`src/hdl/scc_min_cost_sum_unit_defines.svh`:
```
// Assertion macros used by the block's top level.
// No dependencies.
`ifndef SCC_MIN_COST_SUM_UNIT_DEFINES_SVH
`define SCC_MIN_COST_SUM_UNIT_DEFINES_SVH
// Implication checked on every clock edge outside reset.
`define SCC_ASSERT_IMP(label, clk, rst_n, a, b) \
  label: assert property (@(posedge clk) disable iff (!rst_n) (a) |-> (b)) \
    else $error("%m: check failed");
// Implication checked in the cycle after the antecedent.
`define SCC_ASSERT_NEXT(label, clk, rst_n, a, b) \
  label: assert property (@(posedge clk) disable iff (!rst_n) (a) |=> (b)) \
    else $error("%m: check failed");
`endif

```
`src/hdl/scc_pkg.sv`:
```
// Shared constants and types for the SCC minimum cost block.
// No dependencies.
package scc_pkg;
  localparam int unsigned IdxBits  = 6;
  localparam int unsigned InCost   = 16;
  localparam int unsigned RowBits  = 64;
  localparam int unsigned TotBits  = 22;

  // Search control handed from sequencer to the add/compare unit.
  typedef struct packed {
    logic init;  // clear the total for a new graph
    logic clr;   // start a new component
    logic cand;  // offer a cost to the running minimum
    logic close; // add the minimum to the total
  } acc_ctl_t;
endpackage

```
`src/hdl/scc_acc.sv`:
```
// Shared compare/add unit: running minimum and component total.
// Depends on scc_pkg.
module scc_acc #(
  parameter int unsigned COST_BITS = 16
) (
  input  logic                         clk_i,
  input  logic                         rst_ni,
  input  scc_pkg::acc_ctl_t            ctl_i,
  input  logic [COST_BITS-1:0]         cost_i,
  output logic [scc_pkg::TotBits-1:0]  total_o
);
  import scc_pkg::*;

  logic [COST_BITS-1:0] best_q, best_d;
  logic [TotBits-1:0]   tot_q, tot_d;
  logic [TotBits-1:0]   best_ext;

  // Minimum extended or truncated to the total width.
  if (COST_BITS >= TotBits) begin : g_trunc
    assign best_ext = best_q[TotBits-1:0];
  end else begin : g_ext
    assign best_ext = {{(TotBits-COST_BITS){1'b0}}, best_q};
  end

  // One compare or one add per cycle.
  always_comb begin
    best_d = best_q;
    tot_d  = tot_q;
    if (ctl_i.init) begin
      tot_d = '0;
    end else if (ctl_i.clr) begin
      best_d = '1;
    end else if (ctl_i.cand) begin
      if (cost_i < best_q) best_d = cost_i;
    end else if (ctl_i.close) begin
      tot_d = tot_q + best_ext;
    end
  end

  always_ff @(posedge clk_i or negedge rst_ni) begin
    if (!rst_ni) begin
      tot_q  <= '0;
      best_q <= '0;
    end else begin
      tot_q  <= tot_d;
      best_q <= best_d;
    end
  end

  assign total_o = tot_q;
endmodule

```
`config.mk`:
```
export PLATFORM = sky130hd
export DESIGN_NAME = scc_acc
export DESIGN_NICKNAME = d
export VERILOG_FILES = /design/src/hdl/scc_min_cost_sum_unit_defines.svh /design/src/hdl/scc_pkg.sv /design/src/hdl/scc_acc.sv
export SDC_FILE = /design/constraint.sdc
export NUM_CORES = 1
export LEC_CHECK = 0
export ABC_AREA = 0
export BUFFER_PORTS_ARGS = -buffer_cell sky130_fd_sc_hd__buf_2
export CAP_MARGIN = 20
export CORE_MARGIN = 10
export CORE_UTILIZATION = 45
export DETAILED_ROUTE_END_ITERATION = 8
export GPL_TIMING_DRIVEN = 0
export PLACE_DENSITY_LB_ADDON = 0.08
export SYNTH_ARGS = -nofsm -noshare
export SYNTH_HDL_FRONTEND = slang
export SYNTH_SLANG_ARGS = --single-unit
```
`constraint.sdc`:
```
create_clock -name clk_i -period 2.2 [get_ports clk_i]
set_input_delay 0.22 -clock clk_i [delete_from_list [all_inputs] [get_ports clk_i]]
set_output_delay 0.22 -clock clk_i [all_outputs]
set_load 0.005 [all_outputs]
```
Word level (Yosys, flattened, before mapping)
Index checks and enable logic that the tools add are counted.
{ "word_totals": {"reg_bits": 38, "latchBits": 0, "ramBits": 0, "rom_bits": 0, "input_bits": 22, "output_inout_bits": 22, "elab_cells": 19, "n_memories": 0} }
{ "op_classes": {"add_sub_neg": 1, "multipliers": 0, "div_mod_pow": 0, "order_cmp": 1, "n_eq_ne": 2, "shift": 0, "mux": 7, "n_bitwise": 1, "reduce_logical": 5} }
{ "op_table": {"columns": ["operator", "count"], "rows": [
  ["$mux W22", 4],
  ["$mux W16", 3],
  ["$add A22 B16 Y22", 1],
  ["$lt A16 B16 Y1", 1],
  ["$reduce_and A3 Y1", 2],
  ["$reduce_bool A2 Y1", 3],
  ["$ne A2 B1 Y1 const B", 2],
  ["$not A1 Y1", 1]
]} }

Logic depth before layout (Yosys ltp)
{ "depth": {"word_depth": 5, "mapped_depth": 10, "ltp_nobuf": 9} }

Worst setup path after synthesis
Ideal clock, no wire load.
{ "synth_path": {"path_kind": "register to register", "startpoint": "reg tot_q[0] (netlist: total_o[0])", "endpoint": "reg tot_q[14] (netlist: total_o[14])", "setup_ns": 0.131, "arrival_ns": 2.070, "t_required_ns": 2.069, "setup_slack_ns": -0.001, "stages_incl_launch_ff": 10, "n_path_buf": 0, "synth_period_minus_slack_ns": 2.201, "path_cell_list": "dfrtp_1 > ha_1 > inv_1 > fa_1 > nor2b_2 > o2111ai_1 > a21oi_2 > nor3b_1 > o2111ai_1 > or3b_1"} }
{ "synth_between": {"elab_chain_cells": 5} }
{ "synth_rtl": {"columns": ["element", "line", "text"], "rows": [
  ["from (decl)", "scc_acc.sv:15", "logic [TotBits-1:0] tot_q, tot_d;"],
  ["from (signal assigned)", "scc_acc.sv:45", "tot_q <= tot_d;"],
  ["$add A22 B16 Y22", "scc_acc.sv:36", "tot_d = tot_q + best_ext;"],
  ["$mux W22", "scc_acc.sv:35", "end else if (ctl_i.close) begin"],
  ["$mux W22", "scc_acc.sv:33", "end else if (ctl_i.cand) begin"],
  ["$mux W22", "scc_acc.sv:31", "end else if (ctl_i.clr) begin"],
  ["$mux W22", "scc_acc.sv:29", "if (ctl_i.init) begin"]
]} }
No other way between the ends. The select of a mux whose other input is x is not followed.
A chain may end at the register's enable or synchronous reset.

Final worst setup path
{ "layout_path": {"startpoint": "reg best_q[0]", "endpoint": "reg tot_q[14] (netlist: total_o[14])"} }
{ "layout_between": {"elab_chain_cells": 5} }
{ "layout_rtl": {"columns": ["element", "line", "text"], "rows": [
  ["from (decl)", "scc_acc.sv:14", "logic [COST_BITS-1:0] best_q, best_d;"],
  ["from (signal assigned)", "scc_acc.sv:46", "best_q <= best_d;"],
  ["$add A22 B16 Y22", "scc_acc.sv:36", null],
  ["$mux W22", "scc_acc.sv:35", null],
  ["$mux W22", "scc_acc.sv:33", null],
  ["$mux W22", "scc_acc.sv:31", null],
  ["$mux W22", "scc_acc.sv:29", null]
]} }
No other way between the ends. The select of a mux whose other input is x is not followed.

==> results.cfg <==
[routing]
vias = 3012
vias_per_cell = 5.96
ant_nets = 0
firstDrtPassIters = 6
drt_iter0_drc = 147
wirelength_um = 9600
drc = 0
wl_per_cell_um = 19.0

[placement]
placed_cell_area_um2 = 3420
place.gp.congestion = 0.888
dp_hpwl_um = 6610
io_buffers = 42
dp.cells = 470

[synth]
postSynthCellCount = 348
synth_area_um2 = 3110
synth-edff-count = 0
synthTopCellsByArea = dfrtp_1 31%, ha_1 12%, a21oi_1 4.3%
synth_top_area_share_pct = 30.6
ys_warn_count = 0
synth.distinct_cells = 59
synth.yosys.seq_area_share_pct = 30.6
synth_common_cells = 38 x dfrtp_1, 31 x ha_1, 30 x nor2_1, 27 x a21oi_1, 27 x nand2_1
ys.flop_type = dfrtp_1
ys_seq_elements = 38
ys_async_sr_fraction_pct = 100
synth_area_leader_cell = dfrtp_1
avgSynthCellArea_um2 = 8.93
yosysMostFrequentCell = dfrtp_1
synth_nets = 402

[final_layout]
n_antenna_cell = 0
utilization_pct = 62.3
finish.instance_area_um2 = 4210
layout.nets = 478
drive_gt1_share_pct = 40.0
stdcell_count = 505
synthToLayoutAreaGrowth_pct = 35.5

[timing]
slew_headroom_pct = 39.2
finClkSkew_ns = 0.0100
drv_slew = 0
hold_viol = 0
tightestPinTransition_ns = 0.912
finalSetupViolCount = 7
min_period_over_period_pct = 103
setup_ws_ns = -0.0618
period_needed_ns = 2.26
fmax_mhz = 442
rsz0062_at_grt = yes

[floorplanning]
io_pins = 44
dieWidth_um = 103
core_area_um2 = 6760
die_area_um2 = 10600
die_h_um = 103
start_util_pct = 46.0
num_rows = 30

[clocking]
cts_max_level = 2
cts_made_buffers = 5
clk_pin_slew_ns = 0.09
clockBufferDepth = 2
insertion_delay_ns = 0.30
cts.sink_count = 38
root_buffer = clkbuf_8
hold_buffers = 0
cts_tree = done

[grt]
first_global_vias = 2960
grt_first_pass_wirelength_um = 14900
grt.total_usage_pct = 17.8
grt_max_degree = 39
grt_overflow = 0
antenna_found_initial = 0

[worst_setup_path]
crit_type = flop to flop
end_kind = flop
critPathMaxStageDelay_ns = 0.37
worstPathCellList = ha_2, inv_2, fa_2, nor2b_4, o2111ai_4, a21oi_4, nor3b_2, o2111ai_1, or3b_1
slowest_stage = dfrtp_1
cp.required_ns = 2.38
cp.arrival_ns = 2.45
worst-path-max-fanout = 4
startpoint_type = flop

[run_status]
outcome = finished with violations
violations = setup timing

[power_and_ir_drop]
power_per_cell_area_nw_per_um2 = 781
ir_drop_v = 0.000367
p_leak_nw = 1.86

[job]
maxCapViolCount = 0

[min_path]
hold_class = primary input to asynchronous set/reset pin
-- cell usage in the layout (no fill, tap or decap), types with 5 or more instances in the layout --
| cell | Yosys | layout |
|---|---|---|
| a211oi_1 | 15 | 7 |
| a211oi_2 | 0 | 8 |
| a21o_1 | 9 | 9 |
| a21oi_1 | 27 | 19 |
| a21oi_2 | 4 | 9 |
| a221oi_2 | 9 | 14 |
| buf_2 | 3 | 44 |
| buf_4 | 0 | 22 |
| buf_6 | 1 | 5 |
| clkbuf_1 | 13 | 11 |
| clkbuf_8 | 0 | 6 |
| dfrtp_1 | 38 | 32 |
| dfrtp_2 | 0 | 6 |
| ha_1 | 31 | 16 |
| ha_4 | 0 | 13 |
| inv_1 | 22 | 16 |
| inv_2 | 0 | 6 |
| nand2_1 | 27 | 26 |
| nand3_1 | 13 | 10 |
| nand4_1 | 6 | 6 |
| nor2_1 | 30 | 30 |
| nor3_1 | 10 | 10 |
| o21ai_0 | 7 | 7 |
| o21ai_1 | 5 | 5 |
| or3_1 | 5 | 5 |
-- report_power, final --
part           internal (mW)  leakage (nW)  total, mW  switching (mW)
Clock                  0.253        0.0472      0.539           0.286
Combinational          0.844          1.35       1.79           0.945
Sequential             0.813         0.463      0.958           0.145
Total                   1.91          1.86       3.29            1.38
-- through the flow --
step                      TNS [ns]  worst slack (ns)  hold WS, ns  total power, mW
after detailed placement     -3.35            -0.231        0.410             2.16
after global routing         -1.01            -0.158        0.102             3.50
after global placement       -3.18            -0.232        0.405             2.15
after CTS                   -0.383            -0.118       0.0830             2.85
final                       -0.207           -0.0618       0.0467             3.29
after floorplan                  0            0.0167      -0.0756             1.84
-- routing by layer --
layer,share of wire (%),global-route usage [%]
met1,44,22.3
met2,50,29.5
met3,4.3,4.29
met4,2.1,5.35
met5,0,0
-- cell type report --
cell class	instances	area (um^2)
fillers	594	2550
multi-input cells	270	2400
flip-flops and latches	38	958
repair buffers	71	485
well taps	80	100
plain buffers	16	87.6
clock buffers	6	82.6
inverters	22	82.6
clock inverters	2	12.5
-- timing repair --
action | CTS | global route
gates resized for setup | 21 | 66
pin swaps | 9 | 29
setup buffers | 10 | 18
endpoints found under the setup margin | 26 | 27
cloned | 0 | 1
-- worst max-delay path, delay by kind of cell, from the launching register on --
| family | cells | cell delay (ns) |
|---|---|---|
| AND/OR/NAND/NOR | 3 | 0.61 |
| AO/OA/AOI/OAI | 3 | 0.57 |
| adder cells (fa/ha/maj) | 2 | 0.55 |
| flip-flops | 1 | 0.37 |
| buffers and inverters | 1 | 0.04 |
-- registers in the layout, indices dropped and copies added, names as in the netlist --
| name | cells |
|---|---|
| best_q | 16 |
| total_o | 22 |
-- final timing paths --
path	slack (ns)	start	endpoint	depth (start not counted)
min	0.05	rst_ni	total_o[5]	1
max reg2reg	-0.06	best_q[0]	total_o[14]	9
max in group asynchronous	1.53	rst_ni	best_q[4]	1
min reg2reg	0.53	total_o[13]	total_o[13]	2
min in group clk_i	0.19	cost_i[1]	best_q[1]	3
max	-0.06	best_q[0]	total_o[14]	9
-- cells by family after synthesis --
group                      synth area share, %
and+or+nand+nor                           19.7
AOI/OAI and AO/OA                         27.9
buffers and inverters                     5.72
DFF                                       30.6
adders and majority gates                 13.1
muxes                                     1.73
xor gates and xnor gates                  1.13
(Power assumes the default switching activity.)
